**config.mk**
```make
export PLATFORM = sky130hd
export DESIGN_NAME = general_modulus_lcg_top
export DESIGN_NICKNAME = d
export VERILOG_FILES = /design/src/hw/rtl/gml_pkg.sv /design/src/hw/rtl/gml_datapath.sv /design/src/hw/rtl/gml_ctrl.sv /design/src/hw/rtl/general_modulus_lcg_top.sv
export VERILOG_INCLUDE_DIRS = /design/src /design/src/hw/rtl
export SDC_FILE = /design/constraint.sdc
export NUM_CORES = 2
export LEC_CHECK = 0
export BUFFER_PORTS_ARGS = -buffer_cell sky130_fd_sc_hd__buf_2
export CAP_MARGIN = 20
export CORE_MARGIN = 3
export CORE_UTILIZATION = 45
export DETAILED_ROUTE_END_ITERATION = 10
export PLACE_DENSITY_LB_ADDON = 0.08
export SYNTH_ARGS = -nofsm -noshare
export SYNTH_HDL_FRONTEND = slang
export SYNTH_SLANG_ARGS = --single-unit
```
**constraint.sdc**
```tcl
create_clock -name clk -period 5.77 [get_ports clk]
set_input_delay 0 -clock clk [delete_from_list [all_inputs] [get_ports clk]]
set_output_delay 0 -clock clk [all_outputs]
set_load 0.05 [all_outputs]
```
**src/hw/rtl/general_modulus_lcg_top_defines.svh**
```systemverilog
// Assertion macros shared by the general modulus LCG RTL.
// No dependencies; include by bare file name.
`ifndef GENERAL_MODULUS_LCG_TOP_DEFINES_SVH
`define GENERAL_MODULUS_LCG_TOP_DEFINES_SVH
`ifndef ASSERT_OFF
// property checked on every clock edge outside reset
`define GML_ASSERT(lbl, prop, msg) \
  lbl: assert property (@(posedge clk) disable iff (!rst_n) prop) else $error(msg);
// implication checked on every clock edge outside reset
`define GML_ASSERT_IMPL(lbl, ante, cons, msg) \
  lbl: assert property (@(posedge clk) disable iff (!rst_n) (ante) |-> (cons)) else $error(msg);
`else
`define GML_ASSERT(lbl, prop, msg)
`define GML_ASSERT_IMPL(lbl, ante, cons, msg)
`endif
`endif

```
**src/hw/rtl/gml_pkg.sv**
```systemverilog
// Shared types and constants for the general modulus LCG.
// No dependencies.
`timescale 1ns / 1ps
package gml_pkg;
  localparam int WORD_W            = 64;
  localparam int STATUS_W          = 3;
  localparam int FRACTION_BITS_DEF = 32;
  localparam int CFG_IDX_W         = 2;

  // configuration register indexes
  localparam logic [CFG_IDX_W-1:0] CFG_MODULUS    = 2'd0;
  localparam logic [CFG_IDX_W-1:0] CFG_MULTIPLIER = 2'd1;
  localparam logic [CFG_IDX_W-1:0] CFG_INCREMENT  = 2'd2;
  localparam logic [CFG_IDX_W-1:0] CFG_ZERO_MODE  = 2'd3;

  // reset values of the configuration registers
  localparam logic [WORD_W-1:0] MODULUS_RST    = 64'd2147483647;
  localparam logic [WORD_W-1:0] MULTIPLIER_RST = 64'd16807;

  // parameter check codes
  localparam logic [STATUS_W-1:0] STS_OK         = 3'd0;
  localparam logic [STATUS_W-1:0] STS_BAD_PARAMS = 3'd1;
  localparam logic [STATUS_W-1:0] STS_OVERFLOW   = 3'd2;
  localparam logic [STATUS_W-1:0] STS_SEED_RANGE = 3'd3;
  localparam logic [STATUS_W-1:0] STS_FIXED_PT   = 3'd4;

  // controller to datapath commands
  typedef struct packed {
    logic capture;       // take input transaction, load first multiply
    logic mul_step;
    logic mul_load_chk;  // load (modulus-1)*multiplier
    logic div_load_mod;
    logic div_load_frac;
    logic div_step;
    logic next_latch;
    logic cnt_clr;
    logic out_load;
  } cmd_t;

  // datapath to controller status
  typedef struct packed {
    logic last_word;
    logic last_frac;
    logic op_load;
    logic out_busy;
  } sts_t;
endpackage

```
**src/hw/rtl/gml_datapath.sv**
```systemverilog
// Datapath: state register, shift-add multiplier, restoring divider, output register.
// Depends on gml_pkg.
`timescale 1ns / 1ps
module gml_datapath #(
  parameter int FB = gml_pkg::FRACTION_BITS_DEF
) (
  input  logic                            clk,
  input  logic                            rst_n,
  input  logic [gml_pkg::WORD_W-1:0]      modulus,
  input  logic [gml_pkg::WORD_W-1:0]      multiplier,
  input  logic [gml_pkg::WORD_W-1:0]      increment,
  input  logic                            zero_mode,
  input  logic                            in_operation,
  input  logic [gml_pkg::WORD_W-1:0]      in_seed_value,
  input  gml_pkg::cmd_t                   cmd,
  output gml_pkg::sts_t                   sts,
  input  logic                            out_stall,
  output logic                            out_valid,
  output logic [gml_pkg::WORD_W-1:0]      out_state_value,
  output logic [FB:0]                     out_fraction,
  output logic [gml_pkg::STATUS_W-1:0]    out_status
);
  import gml_pkg::*;

  localparam int CNT_W = $clog2(WORD_W);

  logic [WORD_W-1:0]   cur_state_r, seed_r, mcand_r, mlo_r, acc_r, rem_r, dvd_r, next_r;
  logic [WORD_W-1:0]   cur_state_nxt, seed_nxt, mcand_nxt, mlo_nxt, acc_nxt, rem_nxt;
  logic [WORD_W-1:0]   dvd_nxt, next_nxt;
  logic                op_r, op_nxt;
  logic [CNT_W-1:0]    cnt_r, cnt_nxt;
  logic                out_valid_r, out_valid_nxt;
  logic [WORD_W-1:0]   out_state_r, out_state_nxt;
  logic [FB:0]         out_frac_r, out_frac_nxt;
  logic [STATUS_W-1:0] out_status_r, out_status_nxt;

  logic [WORD_W:0]     psum;
  logic                top, sub;
  logic [WORD_W-1:0]   sh;
  logic                chk1, chk2, chk3, chk4;
  logic [FB-1:0]       quot, half;
  logic [FB:0]         frac_zero, frac_val;

  // shift-add multiply step, one multiplier bit per cycle
  assign psum = {1'b0, acc_r} + (mlo_r[0] ? {1'b0, mcand_r} : '0);

  // restoring divide step; a zero modulus stands for 2^64
  assign top = rem_r[WORD_W-1];
  assign sh  = {rem_r[WORD_W-2:0], dvd_r[WORD_W-1]};
  assign sub = top || ((modulus != '0) && (sh >= modulus));

  // parameter checks, evaluated once every phase has finished
  assign chk1 = !((multiplier != '0) && (multiplier < modulus) && (increment < modulus));
  assign chk2 = (acc_r != '0) || (mlo_r > ~increment);
  assign chk3 = seed_r >= modulus;
  assign chk4 = next_r == seed_r;

  // fraction of a zero state
  assign quot = dvd_r[FB-1:0];
  assign half = quot >> 1;
  always_comb begin
    if (zero_mode) begin
      frac_zero = (FB+1)'(1) << FB;
    end else if (modulus == '0) begin
      frac_zero = (FB+1)'(1);
    end else if (modulus == WORD_W'(1)) begin
      frac_zero = (FB+1)'(1) << (FB - 1);
    end else if (half == '0) begin
      frac_zero = (FB+1)'(1);
    end else begin
      frac_zero = {1'b0, half};
    end
  end

  always_comb begin
    if (op_r) begin
      frac_val = '0;
    end else if (next_r == '0) begin
      frac_val = frac_zero;
    end else begin
      frac_val = {1'b0, quot};
    end
  end

  // next-state logic
  always_comb begin
    cur_state_nxt  = cur_state_r;
    seed_nxt       = seed_r;
    op_nxt         = op_r;
    mcand_nxt      = mcand_r;
    mlo_nxt        = mlo_r;
    acc_nxt        = acc_r;
    rem_nxt        = rem_r;
    dvd_nxt        = dvd_r;
    next_nxt       = next_r;
    cnt_nxt        = cnt_r;
    out_valid_nxt  = out_valid_r && out_stall;
    out_state_nxt  = out_state_r;
    out_frac_nxt   = out_frac_r;
    out_status_nxt = out_status_r;

    if (cmd.capture) begin
      op_nxt    = in_operation;
      seed_nxt  = in_operation ? in_seed_value : cur_state_r;
      mcand_nxt = multiplier;
      mlo_nxt   = in_operation ? in_seed_value : cur_state_r;
      acc_nxt   = '0;
    end
    if (cmd.mul_load_chk) begin
      mcand_nxt = multiplier;
      mlo_nxt   = modulus - WORD_W'(1);
      acc_nxt   = '0;
    end
    if (cmd.mul_step) begin
      acc_nxt = psum[WORD_W:1];
      mlo_nxt = {psum[0], mlo_r[WORD_W-1:1]};
    end
    if (cmd.div_load_mod) begin
      rem_nxt = '0;
      dvd_nxt = mlo_r + increment;
    end
    if (cmd.div_load_frac) begin
      rem_nxt = (next_r == '0) ? WORD_W'(1) : next_r;
      dvd_nxt = '0;
    end
    if (cmd.div_step) begin
      rem_nxt = sub ? sh - modulus : sh;
      dvd_nxt = {dvd_r[WORD_W-2:0], sub};
    end
    if (cmd.next_latch) begin
      next_nxt = rem_r;
    end
    if (cmd.cnt_clr) begin
      cnt_nxt = '0;
    end else if (cmd.mul_step || cmd.div_step) begin
      cnt_nxt = cnt_r + CNT_W'(1);
    end
    if (cmd.out_load) begin
      out_valid_nxt = 1'b1;
      out_state_nxt = op_r ? seed_r : next_r;
      cur_state_nxt = op_r ? seed_r : next_r;
      out_frac_nxt  = frac_val;
      if (chk1) begin
        out_status_nxt = STS_BAD_PARAMS;
      end else if (chk2) begin
        out_status_nxt = STS_OVERFLOW;
      end else if (chk3) begin
        out_status_nxt = STS_SEED_RANGE;
      end else if (chk4) begin
        out_status_nxt = STS_FIXED_PT;
      end else begin
        out_status_nxt = STS_OK;
      end
    end
  end

  // control registers
  always_ff @(posedge clk) begin
    if (!rst_n) begin
      cur_state_r <= '0;
      out_valid_r <= 1'b0;
      cnt_r       <= '0;
    end else begin
      cur_state_r <= cur_state_nxt;
      out_valid_r <= out_valid_nxt;
      cnt_r       <= cnt_nxt;
    end
  end

  // payload registers
  always_ff @(posedge clk) begin
    seed_r       <= seed_nxt;
    op_r         <= op_nxt;
    mcand_r      <= mcand_nxt;
    mlo_r        <= mlo_nxt;
    acc_r        <= acc_nxt;
    rem_r        <= rem_nxt;
    dvd_r        <= dvd_nxt;
    next_r       <= next_nxt;
    out_state_r  <= out_state_nxt;
    out_frac_r   <= out_frac_nxt;
    out_status_r <= out_status_nxt;
  end

  assign sts.last_word = &cnt_r;
  assign sts.last_frac = cnt_r == CNT_W'(FB - 1);
  assign sts.op_load   = op_r;
  assign sts.out_busy  = out_valid_r && out_stall;

  assign out_valid       = out_valid_r;
  assign out_state_value = out_state_r;
  assign out_fraction    = out_frac_r;
  assign out_status      = out_status_r;
endmodule

```
**src/hw/rtl/gml_ctrl.sv**
```systemverilog
// Controller: sequences multiply, modulo, check multiply and fraction phases.
// Depends on gml_pkg and general_modulus_lcg_top_defines.svh.
`timescale 1ns / 1ps
`include "general_modulus_lcg_top_defines.svh"
module gml_ctrl (
  input  logic          clk,
  input  logic          rst_n,
  input  logic          in_valid,
  output logic          in_stall,
  input  gml_pkg::sts_t sts,
  output gml_pkg::cmd_t cmd
);
  import gml_pkg::*;

  typedef enum logic [8:0] {
    S_IDLE  = 9'b000000001,
    S_MUL1  = 9'b000000010,
    S_MODL  = 9'b000000100,
    S_MOD   = 9'b000001000,
    S_MUL2L = 9'b000010000,
    S_MUL2  = 9'b000100000,
    S_FRACL = 9'b001000000,
    S_FRAC  = 9'b010000000,
    S_FIN   = 9'b100000000
  } state_t;

  state_t state_r, state_nxt;
  logic   accept;

  assign in_stall = state_r != S_IDLE;
  assign accept   = in_valid && !in_stall;

  // phase sequencing and command decode
  always_comb begin
    state_nxt = state_r;
    cmd       = '0;
    case (state_r)
      S_IDLE: begin
        if (accept) begin
          cmd.capture = 1'b1;
          cmd.cnt_clr = 1'b1;
          state_nxt   = S_MUL1;
        end
      end
      S_MUL1: begin
        cmd.mul_step = 1'b1;
        if (sts.last_word) state_nxt = S_MODL;
      end
      S_MODL: begin
        cmd.div_load_mod = 1'b1;
        cmd.cnt_clr      = 1'b1;
        state_nxt        = S_MOD;
      end
      S_MOD: begin
        cmd.div_step = 1'b1;
        if (sts.last_word) state_nxt = S_MUL2L;
      end
      S_MUL2L: begin
        cmd.next_latch   = 1'b1;
        cmd.mul_load_chk = 1'b1;
        cmd.cnt_clr      = 1'b1;
        state_nxt        = S_MUL2;
      end
      S_MUL2: begin
        cmd.mul_step = 1'b1;
        if (sts.last_word) state_nxt = sts.op_load ? S_FIN : S_FRACL;
      end
      S_FRACL: begin
        cmd.div_load_frac = 1'b1;
        cmd.cnt_clr       = 1'b1;
        state_nxt         = S_FRAC;
      end
      S_FRAC: begin
        cmd.div_step = 1'b1;
        if (sts.last_frac) state_nxt = S_FIN;
      end
      S_FIN: begin
        if (!sts.out_busy) begin
          cmd.out_load = 1'b1;
          state_nxt    = S_IDLE;
        end
      end
      default: state_nxt = S_IDLE;
    endcase
  end

  always_ff @(posedge clk) begin
    if (!rst_n) begin
      state_r <= S_IDLE;
    end else begin
      state_r <= state_nxt;
    end
  end

  `GML_ASSERT(a_accept_starts, accept |=> (state_r == S_MUL1), "accept did not start multiply")
  `GML_ASSERT_IMPL(a_no_overwrite, cmd.out_load, !sts.out_busy, "result register overwritten")
  `GML_ASSERT(a_frac_ends, (state_r == S_FRAC) && sts.last_frac |=> (state_r == S_FIN), "fraction phase overran")
endmodule

```
**src/hw/rtl/general_modulus_lcg_top.sv**
```systemverilog
// One transaction at a time; a draw runs the multiply, modulo, check multiply and fraction
// phases, a load skips the fraction phase. The pace is set by the bit-serial shift-add
// multiplier and restoring divider; a held result can delay the end of a transaction.
// A finished result waits in an output register while the next transaction starts.
// Top level (config registers, controller, datapath); sync active-low reset initialises
// config registers, controller state, current state, step counter and output valid.
`timescale 1ns / 1ps
module general_modulus_lcg_top #(
  parameter int FRACTION_BITS = gml_pkg::FRACTION_BITS_DEF
) (
  input  logic                             clk,
  input  logic                             rst_n,
  input  logic                             in_valid,
  output logic                             in_stall,
  input  logic                             in_operation,
  input  logic [gml_pkg::WORD_W-1:0]       in_seed_value,
  output logic                             out_valid,
  input  logic                             out_stall,
  output logic [gml_pkg::WORD_W-1:0]       out_state_value,
  output logic [FRACTION_BITS:0]           out_fraction,
  output logic [gml_pkg::STATUS_W-1:0]     out_status,
  input  logic                             cfg_valid,
  output logic                             cfg_ready,
  input  logic [gml_pkg::CFG_IDX_W-1:0]    cfg_index,
  input  logic [gml_pkg::WORD_W-1:0]       cfg_data
);
  import gml_pkg::*;

  logic [WORD_W-1:0] modulus_r, multiplier_r, increment_r;
  logic              zero_mode_r;
  cmd_t              cmd;
  sts_t              sts;

  assign cfg_ready = 1'b1;

  // configuration register file
  always_ff @(posedge clk) begin
    if (!rst_n) begin
      modulus_r    <= MODULUS_RST;
      multiplier_r <= MULTIPLIER_RST;
      increment_r  <= '0;
      zero_mode_r  <= 1'b0;
    end else if (cfg_valid && cfg_ready) begin
      case (cfg_index)
        CFG_MODULUS:    modulus_r    <= cfg_data;
        CFG_MULTIPLIER: multiplier_r <= cfg_data;
        CFG_INCREMENT:  increment_r  <= cfg_data;
        CFG_ZERO_MODE:  zero_mode_r  <= cfg_data[0];
        default: ;
      endcase
    end
  end

  gml_ctrl u_ctrl (
    .clk      (clk),
    .rst_n    (rst_n),
    .in_valid (in_valid),
    .in_stall (in_stall),
    .sts      (sts),
    .cmd      (cmd)
  );

  gml_datapath #(
    .FB (FRACTION_BITS)
  ) u_datapath (
    .clk             (clk),
    .rst_n           (rst_n),
    .modulus         (modulus_r),
    .multiplier      (multiplier_r),
    .increment       (increment_r),
    .zero_mode       (zero_mode_r),
    .in_operation    (in_operation),
    .in_seed_value   (in_seed_value),
    .cmd             (cmd),
    .sts             (sts),
    .out_stall       (out_stall),
    .out_valid       (out_valid),
    .out_state_value (out_state_value),
    .out_fraction    (out_fraction),
    .out_status      (out_status)
  );
endmodule
```
=== After elaboration in Yosys (flattened, before gate mapping) ===
Index checks and enable logic that the tools add are counted.

* Bits in registers: 822
* Input port bits: 136
* Word-level logic and storage cells: 134

* Add/sub/neg operators: 5
* $lt $le $gt $ge: 5
* Eq/ne operators: 22
* Muxes and demuxes: 46
* Bitwise operators: 4
* Reduce and logical (&&, ||, !) cells: 31

{| class="wikitable"
|+ Operator list
! kind !! number
|-
| 64-bit two-way mux || 19
|-
| 64-bit nonzero test || 3
|-
| 64-bit greater-or-equal comparator || 2
|-
| 64-bit zero test || 2
|-
| 64-bit < comparator || 2
|-
| 33-bit two-way mux || 3
|-
| 9-bit one-hot mux with 9 select lines || 1
|-
| 64-bit by 65-bit adder with 65-bit output || 1
|-
| 64-bit adder || 1
|-
| 64-bit by 1-bit == test with 1-bit output (second input constant) || 1
|-
| 64-bit == test || 1
|-
| 64-bit > comparator || 1
|-
| 64-bit NOT || 1
|-
| 64-bit by 1-bit subtractor with 64-bit output (second input constant) || 1
|-
| 64-bit subtractor || 1
|-
| 9-bit two-way mux || 7
|-
| 32-bit zero test || 1
|-
| 32-bit two-way mux || 1
|-
| 31-bit two-way mux || 1
|-
| 6-bit AND reduction || 2
|-
| 1-bit two-way mux || 10
|-
| 2-bit inequality test (second input constant) || 5
|-
| 9-bit by 1-bit == test with 1-bit output (second input constant) || 1
|-
| 9-bit by 2-bit == test with 1-bit output (second input constant) || 1
|-
| 26 further kinds || 44
|}

=== Depth between registers and ports, before layout ===
* Word-level depth: 8
* Gate-level depth with buffers: 16
* Gate-level depth less buffers: 15

=== Cells and area by module ===
A second synthesis with hierarchy kept.

* Cells, all modules: 5216
* Area total of the unflattened synthesis: 51494.4 um2

{| class="wikitable"
|+ Modules (own cells, without submodules)
! module !! times used !! cells each !! area each (um2)
|-
| gml_datapath || 1 || 4399 || 43296.5
|-
| general_modulus_lcg_top || 1 || 739 || 7533.5
|-
| gml_ctrl || 1 || 78 || 664.4
|}

=== Worst setup path after synthesis ===
Ideal clock, no wire load.

* Kind: reg-to-reg
* Start: reg u_ctrl.state_r[3]
* End: reg u_datapath.acc_r[0] (enable)
* Setup time: 0.492 ns
* Data arrival time: 5.862 ns
* Setup slack: -0.584 ns
* Cell stages (with the launch flop): 6
* Cell sequence: dfxtp_1 -> clkbuf_1 -> nor4b_1 -> and4b_1 -> nor2_1 -> nand2_1

* Cells in the longest elaborated chain, start to end: 6
* Elaborated cells on any way between the ends: 13
* Classes of those cells: eq/ne: 5; mux: 4; reduce/logical: 4

{| class="wikitable"
|+ Ends and longest elaborated chain
! item !! line !! RTL
|-
| start: declaration || gml_ctrl.sv:27 || <nowiki>state_t state_r, state_nxt;</nowiki>
|-
| start signal: assignment || gml_ctrl.sv:91 || <nowiki>state_r <= state_nxt;</nowiki>
|-
| 9-bit by 1-bit inequality test with 1-bit output || gml_ctrl.sv:30 || <nowiki>assign in_stall = state_r != S_IDLE;</nowiki>
|-
| 1-bit zero test || gml_ctrl.sv:31 || <nowiki>assign accept = in_valid && !in_stall;</nowiki>
|-
| 1-bit logical AND || gml_ctrl.sv:31 ||
|-
| 1-bit two-way mux || gml_ctrl.sv:39 || <nowiki>if (accept) begin</nowiki>
|-
| 1-bit two-way mux || gml_ctrl.sv:37 || <nowiki>case (state_r)</nowiki>
|-
| 3-bit nonzero test (no line) * || n/a ||
|-
| end signal: assignment || gml_datapath.sv:176 || <nowiki>acc_r <= acc_nxt;</nowiki>
|-
| end: declaration || gml_datapath.sv:27 || <nowiki>logic [WORD_W-1:0] cur_state_r, seed_r, mcand_r, mlo_r, acc_r, rem_r, dvd_r, next_r;</nowiki>
|}

Mark *: on every way between the ends. The rest lies on a longest branch, timed or not.
A chain may end at the register's enable or synchronous reset.

=== Worst setup path after layout ===
* Start: reg modulus_r[17]
* End: reg u_datapath.rem_r[62], data pin

* Cells in the longest elaborated chain, start to end: 5
* Elaborated cells on any way between the ends: 7
* Classes of those cells: add/sub: 1; order compare: 1; mux: 2; reduce/logical: 3

{| class="wikitable"
|+ Ends and longest elaborated chain
! item !! line !! RTL
|-
| start: declaration || general_modulus_lcg_top.sv:29 || <nowiki>logic [WORD_W-1:0] modulus_r, multiplier_r, increment_r;</nowiki>
|-
| start signal: assignment || general_modulus_lcg_top.sv:45 || <nowiki>CFG_MODULUS: modulus_r <= cfg_data;</nowiki>
|-
| 64-bit greater-or-equal comparator or 64-bit nonzero test (tied branches) || gml_datapath.sv:50 || <nowiki>assign sub = top || ((modulus != '0) && (sh >= modulus));</nowiki>
|-
| 1-bit logical AND || gml_datapath.sv:50 ||
|-
| 1-bit logical OR || gml_datapath.sv:50 ||
|-
| 64-bit two-way mux * || gml_datapath.sv:127 || <nowiki>rem_nxt = sub ? sh - modulus : sh;</nowiki>
|-
| 64-bit two-way mux * || gml_datapath.sv:126 || <nowiki>if (cmd.div_step) begin</nowiki>
|-
| named net u_datapath.rem_nxt[62] || gml_datapath.sv:28 || <nowiki>logic [WORD_W-1:0] cur_state_nxt, seed_nxt, mcand_nxt, mlo_nxt, acc_nxt, rem_nxt;</nowiki>
|-
| end signal: assignment || gml_datapath.sv:177 || <nowiki>rem_r <= rem_nxt;</nowiki>
|-
| end: declaration || gml_datapath.sv:27 ||
|}

Mark *: on every way through the listed nets, which the timed path passes. The rest lies on a longest branch.

==> results summary <==
The flow ran to the end, and the final reports show no timing, DRC or antenna violations. The post-route setup TNS is 0 ps. The leakage power figure is 22.4 nW. The number of buffer and inverter instances along the worst setup path is 3. The CTS tree is built. The clock power share is 30.1%.

After detailed routing, the number of vias per cell comes to 6.00. The placed cell count came out at 6771. The width of the chip came out at 341 um. The clock-pin slew of the registers on the worst-case setup and hold paths came out at 60 ps. The synthesized flop and latch total came out at 822. The startpoint identified for the worst hold timing path is cfg_data[14].

The cell row count is 122. The max-capacitance violation count is 0. The met3 global-route usage came out at 4.20%.

The number of filler cells placed in the layout came out at 10325. The number of global-route vias before repair came to 40665. The clock passes through at most 3 buffers. The number of DRC markers after the initial detailed-route iteration is 4050. Detailed placement ended at an HPWL of 145 mm. The number of remaining DRC errors is 0. The number of hold-slack violations in the final timing report came to 0. The die span in y came out at 341 um. The critical setup path kind is flip-flop to flip-flop. Derived from the worst setup path, the maximum achievable clock frequency is 0.209 GHz. The total congestion overflow came out at 0. The final RePlAce weighted congestion is 0.958. The peak supply drop is 0.282 mV. On the worst path, the slowest cell contributes a delay of 560 ps. The share of layout cells above drive strength 1 came out at 11.7%.

For the finished layout, the period the worst path requires is 4790 ps. The largest clock skew in the final design came out at 21.9 ps. Setup violations remaining at the end of the flow were counted as 0.

The post-layout total power is 21.6 mW. Once the floorplan was initialized, standard cells occupied 45.5% of the core. Counting every sink on the clock net gives 822. The number of H-tree levels is 3. The number of antenna violations at the first check in global routing came out at 10.

During I/O placement, the number of pins put on the boundary was 239. The most used flip-flop cell after synthesis is edfxtp_1. In this run the tool buffered the top-level ports with 237 buffer cells. The path category of the worst min-delay check is input port to flip-flop. Walking the worst path, the cells encountered are inv_1 -> ha_1 -> a21oi_1 -> o21bai_1 -> a211oi_1 -> o31a_1 -> a31oi_1 -> a21oi_1 -> o21bai_4 -> buf_4 -> nand2_1 -> buf_4 -> nor2_1 -> a222oi_1 -> o31ai_1. The synthesized design contains 549 enable-type register cells. For met1 alone, demand over resource in global routing was 45.2%. The global router's overall resource usage came out at 31.7%.

Of the total power, the share spent switching nets is 36.4%. The path with the worst hold slack has its endpoint at multiplier_r[14]$_SDFFE_PN1P_. The critical path required time came out at 6190 ps. The switching power total came out at 7.86 mW.

Across all layers, the routed design uses 42560 vias. The combinational fraction of design power is 32.3%. The worst hold path passes through 4 cells. The cell area that synthesis handed to floorplanning was 50500 um2. Setup repair after global routing left no endpoint under its margin. The fraction of registers with async set/reset came out at 0%.

The worst-case reg-to-reg path depth came out at 15. The total detailed-routing wirelength is 189 mm. STA classifies the critical path endpoint as a flip-flop. The worst-case headroom to the max-slew limit is 24.1%. The endpoint arrival time on the critical path came out at 5220 ps.

The sequential share of the synthesized area is 43.4%. The internal power of the cells is 13.7 mW. The largest net degree at the start of global routing is 120.

The worst-case hold slack is 139 ps. The placeable core region is 111000 um2. For this run, the detailed router's first-pass iteration total came to 6. The sequential share of power came out at 37.7%.

In the final routed layout, each cell accounts on average for 26.6 um. TritonCTS created 97 clock buffers. The synthesized instance count came out at 5235.

The launching element type of the critical path is a flip-flop. The post-cts repair resize count is 0. met2 is the most crowded layer. The number of standard cells in the layout, taps in and fillers out is 7095. The largest fanout of any net on the critical path is 19.

The post-synthesis cell type count came out at 108. The average size of a mapped cell is 9.65 um2. The total power divided by cell area came out at 372 nW/um2. For this run, the number of Yosys warnings is 0. The net count after synthesis is 5760.

The largest individual stage delay along the critical path comes from the cell a21oi_1. The transition at the pin with the smallest max-transition slack came out at 1130 ps. The launch point of the worst reg-to-reg path is modulus_r[17]$_SDFFE_PN1P_. The tree is rooted in a clkbuf_16. The worst flop-to-flop path endpoint is u_datapath.rem_r[62]$_DFFE_PP_. The floorplan step defined a die boundary enclosing 116000 um2. The insertion delay to the later sink of the worst-skew pair is 690 ps. The final net count is 6046. The portion of the clock cycle consumed by the worst path in the final layout came out at 83.1%. The internal reg-to-reg setup slack came out at 980 ps. The first-pass GRT wire length is 276 mm. The kind of cell with the highest combined delay along the critical path is compound AO/OA/AOI/OAI gates.

From synthesis to final layout, the design area changed by 14.7%. The final-report max-slew violation count came out at 0. The met2 capacity usage during global routing came out at 50.0%.

The number of routed nets with antenna violations came out at 0.
[metal layers]
layer / wire (um) / up-vias
li1: - / 19797
met1: 84100 / 20903
met2: 85300 / 1597
met3: 13000 / 263
met4: 6520 / 0
met5: 0 / -
[cell type report]
type	instances	area, um2	share of cell area [%]
Multi-Input combinational cell	4020	27200	46.9
Sequential cell	822	22000	37.9
Timing Repair Buffer	442	3130	5.39
Clock buffer	145	2880	4.97
Tap cell	1488	1860	3.21
Inverter	138	518	0.893
Clock inverter	38	454	0.783
Antenna cell	2	5.00	0.00863
[worst max path at each step]
stage	start	to	slack, ps	cells past startpoint
global route	modulus_r[12]$_SDFFE_PN1P_	u_datapath.rem_r[62]$_DFFE_PP_	690	15
floorplan	u_ctrl.state_r[3]$_SDFFE_PN0P_	u_datapath.acc_r[0]$_SDFFCE_PN0P_	610	5
finish	modulus_r[17]$_SDFFE_PN1P_	u_datapath.rem_r[62]$_DFFE_PP_	980	15
detailed placement	modulus_r[0]$_SDFFE_PN1P_	u_datapath.rem_r[62]$_DFFE_PP_	990	16
CTS	modulus_r[0]$_SDFFE_PN1P_	u_datapath.rem_r[62]$_DFFE_PP_	970	16
global placement	modulus_r[0]$_SDFFE_PN1P_	u_datapath.rem_r[62]$_DFFE_PP_	990	16
[through the flow]
step	utilization [%]	setup slack, ps	instance area [um2]
global route	52.2	689	58000
floorplan	-	605	50500
finish	52.2	977	58000
detailed placement	47.9	993	53200
global placement	47.9	992	53200
CTS	52.2	967	58000
[flip-flops by register name (all words and copies together), names as in the netlist, 64 cells and up]
signal / count
u_datapath.next_r: 64
u_datapath.seed_r: 64
multiplier_r: 64
increment_r: 64
u_datapath.out_state_value: 64
u_datapath.acc_r: 64
u_datapath.mlo_r: 64
u_datapath.dvd_r: 64
u_datapath.cur_state_r: 64
modulus_r: 64
u_datapath.mcand_r: 64
u_datapath.rem_r: 64
[power groups by stage]
stage / registers (mW) / clock network (mW) / logic (mW)
after floorplan: 8.03 / 0 / 4.65
after global placement: 8.22 / 0 / 6.81
after detailed placement: 8.21 / 0 / 6.80
after CTS: 8.10 / 6.59 / 6.90
after global routing: 8.19 / 6.81 / 7.60
final: 8.13 / 6.49 / 6.97
[Yosys cell counts, types with 20 or more instances]
library cell | number | area share [%]
nand4_1 | 128 | 1.6
mux2i_1 | 108 | 2.1
a22oi_1 | 37 | 0.55
nor4_1 | 97 | 1.2
xor2_1 | 134 | 2.3
nor2_1 | 285 | 2.1
o211ai_1 | 47 | 0.70
o21ai_0 | 272 | 2.7
a31oi_1 | 32 | 0.40
a21boi_0 | 168 | 2.5
edfxtp_1 | 549 | 33
nand3_1 | 67 | 0.66
o21a_1 | 32 | 0.48
nand2_1 | 749 | 5.6
and3_1 | 20 | 0.25
mux2_2 | 128 | 2.9
o21bai_1 | 49 | 0.73
ha_1 | 386 | 9.6
nor2b_1 | 101 | 1.3
xnor2_1 | 162 | 2.8
clkbuf_1 | 229 | 1.7
a21oi_1 | 321 | 3.2
a21o_1 | 157 | 2.3
a211oi_1 | 20 | 0.30
nor3_1 | 65 | 0.64
inv_1 | 137 | 1.0
o21ai_1 | 90 | 0.89
dfxtp_1 | 273 | 11
and2_1 | 78 | 0.97
nand2b_1 | 25 | 0.31
[cell families after synthesis]
family                     count (synthesis)  share of synthesized area (%)
AOI/OAI and AO/OA                       1379                           17.4
other                                      1                        0.00742
buffers and inverters                    393                           2.99
xor gates and xnor gates                 296                           5.13
DFF                                      822                           43.4
adders and majority gates                389                           9.68
and+or+nand+nor                         1719                           16.3
muxes                                    236                           4.99
[worst min-delay path, stage by stage]
cell           delay, ps
dlygate4sd3_1        520
buf_2                150
nand2_1               60
nand3_1               70
[cell usage in the layout (no fill, tap or decap), drive strengths merged, types with 13 or more instances in the layout]
master and n:
a31oi 32, a22oi 37, nor2 288, or3 21, o21ai 364, nor2b 101
nand2 750, a211oi 20, clkbuf 145, nand4 130, o21a 32, a21oi 322
nand2b 26, o31ai 21, mux2 128, mux2i 108, buf 303, o211ai 47
ha 386, inv 147, and2 79, and3 22, a21boi 172, o21bai 49
xnor2 162, a21o 157, nor3 67, dlygate4sd3 139, nand3 68, nor4 103
dfxtp 273, xor2 134, edfxtp 549, clkinv 21, a22o 13
[repair_timing]
| action | 4_1_cts | 5_1_grt |
|---|---|---|
| setup buffers | 0 | 0 |
| hold buffers | 139 | 0 |
| endpoints found under the hold margin | 382 | 0 |
| setup endpoints to repair | 0 | 0 |
Power figures use the tool's default switching activity.
